## src/sv/wpd_pkg.sv

```systemverilog
// ----------------------------------------------------------------------------
// wpd_pkg
// Types, constants and sample conversion functions of the WAV PCM decoder.
// ----------------------------------------------------------------------------
package wpd_pkg;

  localparam logic [31:0] DATA_ID        = 32'h6461_7461;
  localparam logic [31:0] RIFF_HDR_LEN   = 32'd12;
  localparam logic [31:0] CHUNK_HDR_LEN  = 32'd8;
  localparam logic [31:0] FMT_BODY_LEN   = 32'd16;
  localparam logic [15:0] BITS_8         = 16'd8;
  localparam logic [15:0] BITS_16        = 16'd16;

  typedef struct packed {
    logic [7:0] data_byte;
    logic       file_start;
  } in_item_t;

  typedef struct packed {
    logic signed [15:0] sample_value;
    logic [15:0]        channel_index;
    logic               frame_last;
    logic [31:0]        sample_rate;
  } out_item_t;

  typedef struct packed {
    logic        is16;
    logic [15:0] raw;
    logic [15:0] chan;
    logic        last;
    logic [31:0] rate;
  } work_t;

  // round(32768*(2b-255)/255) == 257*b + b[7] - 32768, top code saturates
  function automatic logic signed [15:0] conv8(input logic [7:0] b);
    logic [16:0] q;
    q = {1'b0, b, b} + {16'd0, b[7]};
    if (q[16]) begin
      return 16'sh7FFF;
    end
    return {~q[15], q[14:0]};
  endfunction

  // round(s*32768/32767) == s + (s >= 16384) - (s <= -16384), saturated
  function automatic logic signed [15:0] conv16(input logic [15:0] s);
    logic        up;
    logic        dn;
    logic [16:0] t;
    up = ~s[15] & s[14];
    dn = s[15] & (~s[14] | (s[13:0] == 14'd0));
    t  = {s[15], s} + {16'd0, up} - {16'd0, dn};
    if (t[16] != t[15]) begin
      return t[16] ? 16'sh8000 : 16'sh7FFF;
    end
    return t[15:0];
  endfunction

endpackage

```

## src/sv/wav_pcm_stream_decoder_core.sv

```systemverilog
// ----------------------------------------------------------------------------
// wav_pcm_stream_decoder_core
// WAV byte stream in, Q1.15 samples with channel index and rate out.
// ----------------------------------------------------------------------------
// Throughput: one byte per cycle while not full, at most one sample per byte.
// Path: the edge taking a sample's last byte writes the work queue, and the
//   result register loads it from the queue while that register is empty or
//   being popped. Input stalls only while the work queue is full.
// rst_n (synchronous) clears parser, queue and result stage; file_start on a
//   byte restarts header parsing with that byte.
module wav_pcm_stream_decoder_core #(
  parameter int QUEUE_DEPTH = 4
) (
  input  logic               clk,
  input  logic               rst_n,
  input  logic               push,
  output logic               full,
  input  wpd_pkg::in_item_t  in_data,
  output logic               empty,
  input  logic               pop,
  output wpd_pkg::out_item_t out_data
);
  import wpd_pkg::*;

  logic  acc;
  logic  q_push;
  logic  q_pop;
  logic  q_full;
  logic  q_empty;
  work_t q_wr_item;
  work_t q_rd_item;

  assign full = q_full;
  assign acc  = push && !q_full;

  wpd_front u_front (
    .clk      (clk),
    .rst_n    (rst_n),
    .in_valid (acc),
    .in_data  (in_data),
    .q_push   (q_push),
    .q_item   (q_wr_item)
  );

  wpd_fifo #(
    .DEPTH (QUEUE_DEPTH)
  ) u_fifo (
    .clk     (clk),
    .rst_n   (rst_n),
    .push    (q_push),
    .wr_item (q_wr_item),
    .full    (q_full),
    .pop     (q_pop),
    .rd_item (q_rd_item),
    .empty   (q_empty)
  );

  wpd_back u_back (
    .clk      (clk),
    .rst_n    (rst_n),
    .q_empty  (q_empty),
    .q_item   (q_rd_item),
    .q_pop    (q_pop),
    .out_data (out_data),
    .empty    (empty),
    .pop      (pop)
  );

endmodule

```

## src/sv/wpd_fifo.sv

```systemverilog
// ----------------------------------------------------------------------------
// wpd_fifo
// Short work queue between the header parser and the sample converter.
// ----------------------------------------------------------------------------
module wpd_fifo #(
  parameter int DEPTH = 4
) (
  input  logic           clk,
  input  logic           rst_n,
  input  logic           push,
  input  wpd_pkg::work_t wr_item,
  output logic           full,
  input  logic           pop,
  output wpd_pkg::work_t rd_item,
  output logic           empty
);
  import wpd_pkg::*;

  localparam int AW = (DEPTH > 1) ? $clog2(DEPTH) : 1;
  localparam int CW = $clog2(DEPTH + 1);

  work_t          mem_r [DEPTH];
  logic [AW-1:0]  wr_ptr_r, wr_ptr_nxt;
  logic [AW-1:0]  rd_ptr_r, rd_ptr_nxt;
  logic [CW-1:0]  count_r, count_nxt;

  function automatic logic [AW-1:0] ptr_inc(input logic [AW-1:0] p);
    return (p == AW'(DEPTH - 1)) ? '0 : p + 1'b1;
  endfunction

  assign full    = (count_r == CW'(DEPTH));
  assign empty   = (count_r == '0);
  assign rd_item = mem_r[rd_ptr_r];

  always_comb begin
    wr_ptr_nxt = push ? ptr_inc(wr_ptr_r) : wr_ptr_r;
    rd_ptr_nxt = pop ? ptr_inc(rd_ptr_r) : rd_ptr_r;
    unique case ({push, pop})
      2'b10:   count_nxt = count_r + 1'b1;
      2'b01:   count_nxt = count_r - 1'b1;
      default: count_nxt = count_r;
    endcase
  end

  always_ff @(posedge clk) begin
    if (!rst_n) begin
      wr_ptr_r <= '0;
      rd_ptr_r <= '0;
      count_r  <= '0;
    end else begin
      wr_ptr_r <= wr_ptr_nxt;
      rd_ptr_r <= rd_ptr_nxt;
      count_r  <= count_nxt;
    end
  end

  always_ff @(posedge clk) begin
    if (push) begin
      mem_r[wr_ptr_r] <= wr_item;
    end
  end

  a_count_bound: assert property (@(posedge clk) disable iff (!rst_n)
    count_r <= CW'(DEPTH))
    else $error("queue count beyond depth");

  a_count_up: assert property (@(posedge clk) disable iff (!rst_n)
    (push && !pop) |=> count_r == $past(count_r) + 1'b1)
    else $error("queue count lost a request");

  a_empty_ptr: assert property (@(posedge clk) disable iff (!rst_n)
    empty |-> rd_ptr_r == wr_ptr_r)
    else $error("queue pointers differ while empty");

endmodule

```

## src/sv/wpd_front.sv

```systemverilog
// ----------------------------------------------------------------------------
// wpd_front
// RIFF/fmt/chunk header parser; turns data bytes into sample requests.
// ----------------------------------------------------------------------------
module wpd_front (
  input  logic              clk,
  input  logic              rst_n,
  input  logic              in_valid,
  input  wpd_pkg::in_item_t in_data,
  output logic              q_push,
  output wpd_pkg::work_t    q_item
);
  import wpd_pkg::*;

  typedef enum logic [2:0] {
    PH_RIFF,
    PH_FMT_HDR,
    PH_FMT_BODY,
    PH_SKIP,
    PH_PAD,
    PH_CHUNK,
    PH_DATA
  } phase_t;

  phase_t      phase_r, phase_nxt;
  logic [31:0] cnt_r, cnt_nxt;
  logic [31:0] cnt_inc;
  logic [31:0] id_r, id_nxt;
  logic [31:0] len_r, len_nxt;
  logic [15:0] chans_r, chans_nxt;
  logic [15:0] bits_r, bits_nxt;
  logic [31:0] rate_r, rate_nxt;
  logic [7:0]  held_r, held_nxt;
  logic [15:0] ch_cnt_r, ch_cnt_nxt;
  logic        last_hit;
  logic        emit;
  logic [7:0]  b;

  assign b = in_data.data_byte;

  always_comb begin
    phase_nxt  = phase_r;
    cnt_nxt    = cnt_r;
    id_nxt     = id_r;
    len_nxt    = len_r;
    chans_nxt  = chans_r;
    bits_nxt   = bits_r;
    rate_nxt   = rate_r;
    held_nxt   = held_r;
    ch_cnt_nxt = ch_cnt_r;
    emit       = 1'b0;
    q_item     = '0;

    if (in_valid && in_data.file_start) begin
      phase_nxt  = PH_RIFF;
      cnt_nxt    = '0;
      id_nxt     = '0;
      len_nxt    = '0;
      chans_nxt  = '0;
      bits_nxt   = '0;
      rate_nxt   = '0;
      held_nxt   = '0;
      ch_cnt_nxt = '0;
    end

    cnt_inc  = cnt_nxt + 32'd1;
    last_hit = ({1'b0, ch_cnt_nxt} + 17'd1) >= {1'b0, chans_nxt};

    if (in_valid) begin
      unique case (phase_nxt)
        PH_RIFF: begin
          if (cnt_inc >= RIFF_HDR_LEN) begin
            cnt_nxt   = '0;
            phase_nxt = PH_FMT_HDR;
          end else begin
            cnt_nxt = cnt_inc;
          end
        end
        PH_FMT_HDR, PH_CHUNK: begin
          if (!cnt_nxt[2]) begin
            id_nxt = {id_nxt[23:0], b};
          end else begin
            unique case (cnt_nxt[1:0])
              2'd0: len_nxt        = {24'd0, b};
              2'd1: len_nxt[15:8]  = b;
              2'd2: len_nxt[23:16] = b;
              2'd3: len_nxt[31:24] = b;
            endcase
          end
          if (cnt_inc >= CHUNK_HDR_LEN) begin
            cnt_nxt = '0;
            if (phase_nxt == PH_FMT_HDR) begin
              phase_nxt = PH_FMT_BODY;
            end else if (id_nxt == DATA_ID) begin
              phase_nxt  = PH_DATA;
              ch_cnt_nxt = '0;
            end else if (len_nxt == '0) begin
              phase_nxt = PH_CHUNK;
            end else begin
              phase_nxt = PH_SKIP;
            end
          end else begin
            cnt_nxt = cnt_inc;
          end
        end
        PH_FMT_BODY: begin
          unique case (cnt_nxt[3:0])
            4'd2:    chans_nxt        = {8'd0, b};
            4'd3:    chans_nxt[15:8]  = b;
            4'd4:    rate_nxt         = {24'd0, b};
            4'd5:    rate_nxt[15:8]   = b;
            4'd6:    rate_nxt[23:16]  = b;
            4'd7:    rate_nxt[31:24]  = b;
            4'd14:   bits_nxt         = {8'd0, b};
            4'd15:   bits_nxt[15:8]   = b;
            default: ;
          endcase
          cnt_nxt = cnt_inc;
          if (cnt_inc >= FMT_BODY_LEN) begin
            if (len_nxt > FMT_BODY_LEN) begin
              phase_nxt = PH_SKIP;
            end else begin
              cnt_nxt   = '0;
              phase_nxt = len_nxt[0] ? PH_PAD : PH_CHUNK;
            end
          end
        end
        PH_SKIP: begin
          cnt_nxt = cnt_inc;
          if (cnt_inc >= len_nxt) begin
            cnt_nxt   = '0;
            phase_nxt = len_nxt[0] ? PH_PAD : PH_CHUNK;
          end
        end
        PH_PAD: begin
          cnt_nxt   = '0;
          phase_nxt = PH_CHUNK;
        end
        PH_DATA: begin
          if (chans_nxt != '0) begin
            if (bits_nxt == BITS_8) begin
              emit        = 1'b1;
              q_item.is16 = 1'b0;
              q_item.raw  = {8'd0, b};
            end else if (bits_nxt == BITS_16) begin
              if (!cnt_nxt[0]) begin
                held_nxt = b;
                cnt_nxt  = 32'd1;
              end else begin
                cnt_nxt     = '0;
                emit        = 1'b1;
                q_item.is16 = 1'b1;
                q_item.raw  = {b, held_nxt};
              end
            end
          end
          if (emit) begin
            q_item.chan = ch_cnt_nxt;
            q_item.last = last_hit;
            q_item.rate = rate_nxt;
            ch_cnt_nxt  = last_hit ? '0 : ch_cnt_nxt + 16'd1;
          end
        end
        default: ;
      endcase
    end
    q_push = emit;
  end

  always_ff @(posedge clk) begin
    if (!rst_n) begin
      phase_r  <= PH_RIFF;
      cnt_r    <= '0;
      id_r     <= '0;
      len_r    <= '0;
      chans_r  <= '0;
      bits_r   <= '0;
      rate_r   <= '0;
      held_r   <= '0;
      ch_cnt_r <= '0;
    end else begin
      phase_r  <= phase_nxt;
      cnt_r    <= cnt_nxt;
      id_r     <= id_nxt;
      len_r    <= len_nxt;
      chans_r  <= chans_nxt;
      bits_r   <= bits_nxt;
      rate_r   <= rate_nxt;
      held_r   <= held_nxt;
      ch_cnt_r <= ch_cnt_nxt;
    end
  end

  a_push_in_data: assert property (@(posedge clk) disable iff (!rst_n)
    q_push |-> in_valid && !in_data.file_start && phase_r == PH_DATA)
    else $error("sample request outside data phase");

  a_chan_range: assert property (@(posedge clk) disable iff (!rst_n)
    (phase_r == PH_DATA && chans_r != '0) |-> ch_cnt_r < chans_r)
    else $error("channel counter out of range");

  a_hdr_count: assert property (@(posedge clk) disable iff (!rst_n)
    (phase_r == PH_RIFF || phase_r == PH_FMT_HDR || phase_r == PH_CHUNK)
      |-> cnt_r < RIFF_HDR_LEN)
    else $error("header byte count overran");

  a_width_16: assert property (@(posedge clk) disable iff (!rst_n)
    (q_push && q_item.is16) |-> bits_r == BITS_16)
    else $error("16-bit request with other sample width");

endmodule

```

## src/sv/wpd_back.sv

```systemverilog
// ----------------------------------------------------------------------------
// wpd_back
// Sample converter to Q1.15 with a registered result stage.
// ----------------------------------------------------------------------------
module wpd_back (
  input  logic               clk,
  input  logic               rst_n,
  input  logic               q_empty,
  input  wpd_pkg::work_t     q_item,
  output logic               q_pop,
  output wpd_pkg::out_item_t out_data,
  output logic               empty,
  input  logic               pop
);
  import wpd_pkg::*;

  logic      valid_r;
  out_item_t res_r, res_nxt;

  assign q_pop    = !q_empty && (!valid_r || pop);
  assign empty    = !valid_r;
  assign out_data = res_r;

  always_comb begin
    res_nxt.sample_value  = q_item.is16 ? conv16(q_item.raw) : conv8(q_item.raw[7:0]);
    res_nxt.channel_index = q_item.chan;
    res_nxt.frame_last    = q_item.last;
    res_nxt.sample_rate   = q_item.rate;
  end

  always_ff @(posedge clk) begin
    if (!rst_n) begin
      valid_r <= 1'b0;
    end else if (q_pop) begin
      valid_r <= 1'b1;
    end else if (pop) begin
      valid_r <= 1'b0;
    end
  end

  always_ff @(posedge clk) begin
    if (q_pop) begin
      res_r <= res_nxt;
    end
  end

endmodule
```

## config.mk

```make
export PLATFORM = sky130hd
export DESIGN_NAME = wav_pcm_stream_decoder_core
export DESIGN_NICKNAME = d
export VERILOG_FILES = /design/src/sv/wpd_pkg.sv /design/src/sv/wav_pcm_stream_decoder_core.sv /design/src/sv/wpd_fifo.sv /design/src/sv/wpd_front.sv /design/src/sv/wpd_back.sv
export SDC_FILE = /design/constraint.sdc
export NUM_CORES = 1
export LEC_CHECK = 0
export ABC_AREA = 0
export ABC_CLOCK_PERIOD_IN_PS = 18060
export BUFFER_PORTS_ARGS = -buffer_cell sky130_fd_sc_hd__buf_2
export CAP_MARGIN = 10
export CORE_MARGIN = 10
export CORE_UTILIZATION = 55
export DETAILED_ROUTE_END_ITERATION = 10
export PLACE_DENSITY = 0.77
export SLEW_MARGIN = 10
export SYNTH_ARGS = -nofsm -noshare
export SYNTH_HDL_FRONTEND = slang
export SYNTH_SLANG_ARGS = --single-unit
```

## constraint.sdc

```tcl
create_clock -name clk -period 18.06 [get_ports clk]
set_input_delay 0.903 -clock clk [delete_from_list [all_inputs] [get_ports clk]]
set_output_delay 0.903 -clock clk [all_outputs]
set_load 0.02 [all_outputs]
```

* After elaboration in Yosys (flattened, before gate mapping)
Memory sizes are Yosys's and may differ from the RTL's. A register that Yosys moved wholly into a read port is not among the register bits.
Index checks and enable logic that the tools add are counted.
** Operators by class
- Muxes and demuxes :: 104
- Order comparisons :: 6
- Add/subtract/negate cells :: 10
- Bitwise gates (word level) :: 6
- Equality and inequality tests :: 26
- Reduce and logical (&&, ||, !) cells :: 16
** Operator list (count)
- two-way mux 32 bit :: 25
- two-way mux 16 bit :: 19
- one-hot mux 32 bit (6 select lines) :: 1
- two-way mux 66 bit :: 2
- one-hot mux 8 bit (2 select lines) :: 8
- two-way mux 8 bit :: 11
- two-way mux 17 bit :: 4
- greater-or-equal comparator 32 x 4 -> 1 bit, second input constant :: 2
- two-way mux 49 bit :: 1
- adder 32 x 1 -> 32 bit, second input constant :: 1
- equality test 32 x 31 -> 1 bit, second input constant :: 1
- greater-or-equal comparator 32 bit :: 1
- greater-or-equal comparator 32 x 5 -> 1 bit, second input constant :: 1
- greater-than comparator 32 x 5 -> 1 bit, second input constant :: 1
- logical NOT 32 bit :: 1
- one-hot mux 16 bit (2 select lines) :: 1
- two-way mux 3 bit :: 10
- adder 16 x 1 -> 17 bit :: 1
- adder 16 x 1 -> 17 bit, second input constant :: 1
- adder 16 x 2 -> 17 bit :: 1
- greater-or-equal comparator 17 x 16 -> 1 bit :: 1
- subtractor 17 x 1 -> 17 bit :: 1
- adder 16 x 1 -> 16 bit, second input constant :: 1
- equality test 16 x 4 -> 1 bit, second input constant :: 1
- 29 further kinds :: 71
** Storage, ports and cells
- Logic and storage cells :: 186
- Bits in writable memories :: 264
- Output and inout bits :: 67
- Flip-flop bits (word level) :: 260
- Memories kept :: 1
** Memory list
- u_fifo.mem_r :: depth 4, bits a word 66, rd ports 1, clocked after memory_dff 1, wr ports 1, RTL line wpd_fifo.sv:22 : work_t mem_r [DEPTH];

* Depth between registers and ports, before layout
- Depth in word-level cells :: 17
- Mapped depth :: 27
- Depth with buffers taken out :: 21

* Hierarchy
A second synthesis with hierarchy kept.
** Second synthesis, totals
- Cell total of the unflattened synthesis :: 2280
- Area total of the unflattened synthesis :: 25286.8 um^2
** Modules (own cells, without submodules)
- wpd_front :: sequential area each 3743.6 um^2, cells an instance 1620, area each 11758.8 um^2, instances 1
- wpd_fifo :: sequential area each 8107.8 um^2, cells an instance 391, area each 9982.1 um^2, instances 1
- wpd_back :: sequential area each 1971.9 um^2, cells an instance 268, area each 3532.1 um^2, instances 1
- wav_pcm_stream_decoder_core :: sequential area each 0.0 um^2, cells an instance 1, area each 13.8 um^2, instances 1

* Worst setup path after synthesis
No wires, ideal clock.
- Kind :: register -> register
- From :: register with a tool-made name
- To :: register u_back.res_r (netlist bit u_back.out_data[60]), data pin
- Setup time :: 0.276 ns
- Stages on the path, launching flop included :: 25
- Data required time :: 17.784 ns
- Arrival :: 5.875 ns
- Path slack :: 11.909 ns
- Path through :: dfxtp_1 > buf_1 > buf_1 > mux4_2 > inv_1 > ha_1 > nand4_1 > or4_1 > a21oi_1 > ha_1 > inv_1 > ha_1 > inv_1 > fa_1 > nor2b_1 > o311ai_0 > a211oi_1 > o31a_1 > o41a_1 > a221o_1 > nor2_1 > nor2_1 > a21oi_1 > clkbuf_1 > a22oi_1
** RTL lines
- end signal: assignment :: RTL line wpd_back.sv:43 : res_r <= res_nxt;
- end: declaration :: RTL line wpd_back.sv:18 : out_item_t res_r, res_nxt;

==> flow_summary_export.csv <==
group,metric,value,unit
cts,htree_levels,2,
worst_hold_path,hp-class,"flip-flop to flip-flop",
sta,worstMarginPinSlew,1.21,ns
flow_run,drv_cap,0,
route,drt-met1-wl,24.7,mm
route,routed-wl-met2,29.3,mm
synth,synth.top_cell.area_share,39.8,%
route,drc,0,
setup_path,startpoint_type,"flip-flop",
sta,setup_tns,0,ns
finish,layout_commonest_cell,"edfxtp_1",
power_and_ir_drop,p_leak,9.61,nW
synth,ys.flop_type,"edfxtp_1",
power_and_ir_drop,power_density,125,mW/mm2
sta,hold_viol_final,0,
floorplan,die_x,232,um
cts,post_cts_buffers,0,
sta,fmax,136,MHz
finish,multiInputGateArea,0.0103,mm2
cts,cts_hold_buf,0,
setup_path,worstPathArrival,7.62,ns
placed_design,port_buffers,79,
cts,clk_path_buf_depth,3,
synth,synth_top_area_cell,"edfxtp_1",
sta,min_period,7.34,ns
synth,synthDistinctLibCells,96,
finish,areaGrowthSynthToFinish,10.1,%
global_routing,grt_pass1_vias,17600,
placed_design,dp_hpwl,39.6,mm
finish,register_area,0.0138,mm2
finish,fin_util,61.5,%
setup_path,critical-path-slowest-cell,"a21oi_1",
floorplan,initial_core_util,55.9,%
finish,drive_above_1_share,12.3,%
finish,n_fill_cell,3426,
floorplan,die_y,232,um
floorplan,ios,80,
synth,synth_fp_nets,2351,
route,top_layer,"met5",
route,antenna_left,0,
global_routing,antenna_found_initial,1,
synth,ys_warn_count,0,
setup_path,endpoint_kind,"flip-flop",
placed_design,gp_congestion,0.942,
status,status,"complete, no violations",
synth,syn_area_per_cell,11.1,um2
sta,max_slew_margin,19.3,%
floorplan,core,0.0444,mm2
finish,n_antenna_cell,0,
power_and_ir_drop,ir_drop,0.0921,mV
sta,period_share,40.7,%
cts,cts_tree,"built",
route,wl_per_cell,20.9,um
synth,synth_area_leaders,"edfxtp_1 (40%), dfxtp_1 (16%), mux4_2 (6.0%)",
synth,async_reset_ff_share,0,%
route,via_count,18200,
synth,netlist_instances,2246,
synth,seq_area_frac_synth,55.7,%
setup_path,crit_type,"flip-flop to flip-flop",
setup_path,required,18.34,ns
global_routing,grt_pass1_wl,96.0,mm
global_routing,groute.usage.overall,22.0,%
global_routing,grt_max_degree,97,
sta,skew,0.0230,ns
route,dr.pass1.iters,6,
synth,synth-edff-count,329,
sta,setup_violations,0,
floorplan,dieArea,0.0540,mm2
cts,postCtsResizedCells,0,
route,via_per_inst,6.29,
finish,final_cell_mix,"edfxtp_1 (329), nor2_1 (252), nand2_1 (249)",
route,wl_met3,4.43,mm
global_routing,gr-total-overflow,0,
setup_path,max_stage_delay,0.93,ns
floorplan,fp-row-count,77,
setup_path,cp_max_fo,35,
synth,syn-cell-area,0.0248,mm2
cts,clk_pin_slew,0.06,ns
route,wl,60.6,mm
synth,synth.ff_latch_count,526,
finish,fin_nets,2367,
cts,clkLatencyLatePin,0.60,ns
cts,cts_made_buffers,52,
cts,root_buffer,"clkbuf_16",
cts,cts.sinks,526,
route,initialDrtViolationCount,2047,
sta,slew_violations,0,
sta,grt_setup_unrepaired,"false",
setup_path,crit_chain,"buf_4 > mux4_2 > inv_1 > ha_1 > nand2_1 > or4_1 > a21oi_1 > ha_1 > inv_1 > ha_1 > inv_1 > fa_1 > nor2b_1 > o311ai_0 > a211oi_1 > o31a_1 > o41a_1 > a221o_1 > nor2_1 > nor2_1 > a21oi_1 > a22oi_1",
report_power, final:
group          switching [mW]  internal [mW]
logic                   0.578          0.330
clock network           0.449          0.640
registers              0.0483           1.38
total                    1.08           2.35
cells in the mapped netlist (7+ instances only):
master    count
ha_1         90
edfxtp_1    329
nor3_1       35
clkbuf_1    102
inv_1        50
a211oi_1     12
nand2_1     250
o211ai_1     10
o21ai_1       7
nor2b_1      16
nand2b_1     13
a31oi_1      24
mux4_2       66
xor2_1       22
a22oi_1      60
a21o_1       10
buf_1        14
xnor2_1      33
mux2i_1       8
nand3_1      94
o21ai_0      50
o21a_1        8
nor2_1      255
dfxtp_1     197
o31ai_1       8
or3_1        12
a32oi_1      26
and2_1       42
buf_2        13
or2_2         7
nand4_1      30
a21oi_1     165
and3_1       49
nor4_1       18
cell type report:
cell class	instances	share of cell area, %
clock buffer	67	5.19
timing repair buffer	97	1.94
tap	592	2.71
sequential	526	50.6
inverter	52	0.742
clock inverter	27	1.10
multi-input combinational	1533	37.7
kinds of logic (layout without fill, tap and decap cells):
family / Yosys count / count (layout) / share of synthesized area [%]
DFF: 526 / 526 / 55.7
and+or+nand+nor: 865 / 865 / 16.7
muxes: 75 / 75 / 6.36
xor gates and xnor gates: 55 / 55 / 1.94
adders and majority gates: 92 / 92 / 4.70
buffers and inverters: 187 / 243 / 3.01
AOI/OAI and AO/OA: 446 / 446 / 11.7
worst max-delay path: cells and delay by family, from the launching register on:
kind | cells | cell delay (ns)
adders and majority gates | 4 | 0.73
AOI/OAI and AO/OA | 8 | 3.12
buffers and inverters | 4 | 0.92
and+or+nand+nor | 5 | 0.72
muxes | 1 | 0.69
DFF | 1 | 0.80
path summary, 6_finish.rpt:
check,startpoint,depth (start not counted),slack [ns],to
setup / recovery,flip-flop,22,10.72,u_back.out_data[55]
hold / removal,u_front.id_r[25],2,0.46,u_front.id_r[25]
setup reg to reg,flip-flop,22,10.72,u_back.out_data[55]
hold reg to reg,u_front.id_r[25],2,0.46,u_front.id_r[25]
stage by stage:
stage	instances	instance area, um2	total power, mW	hold WS [ns]	setup slack, ns
floorplan	2246	24800	2.13	0.431	11.91
global placement	2800	25600	2.35	0.443	10.74
detailed placement	2800	25600	2.36	0.450	10.71
CTS	2894	27300	3.45	0.459	10.68
global route	2894	27300	3.58	0.486	10.04
finish	2894	27300	3.43	0.456	10.72
metal layers:
metal | up-vias | GRT usage, %
met3 | 144 | 4.17
met1 | 8878 | 28.1
met5 | - | 0
met4 | 2 | 8.56
li1 | 8366 | -
met2 | 802 | 36.6
registers in the layout (all words and copies together), names as in the netlist, 8 cells and up, named ones only:
signal	flops
u_fifo.mem_r	264
u_back.out_data	65
u_front.cnt_r	32
u_front.id_r	32
u_front.len_r	32
u_front.rate_r	32
u_front.bits_r	16
u_front.ch_cnt_r	16
u_front.chans_r	16
u_front.held_r	8
Power figures use the tool's default switching activity.
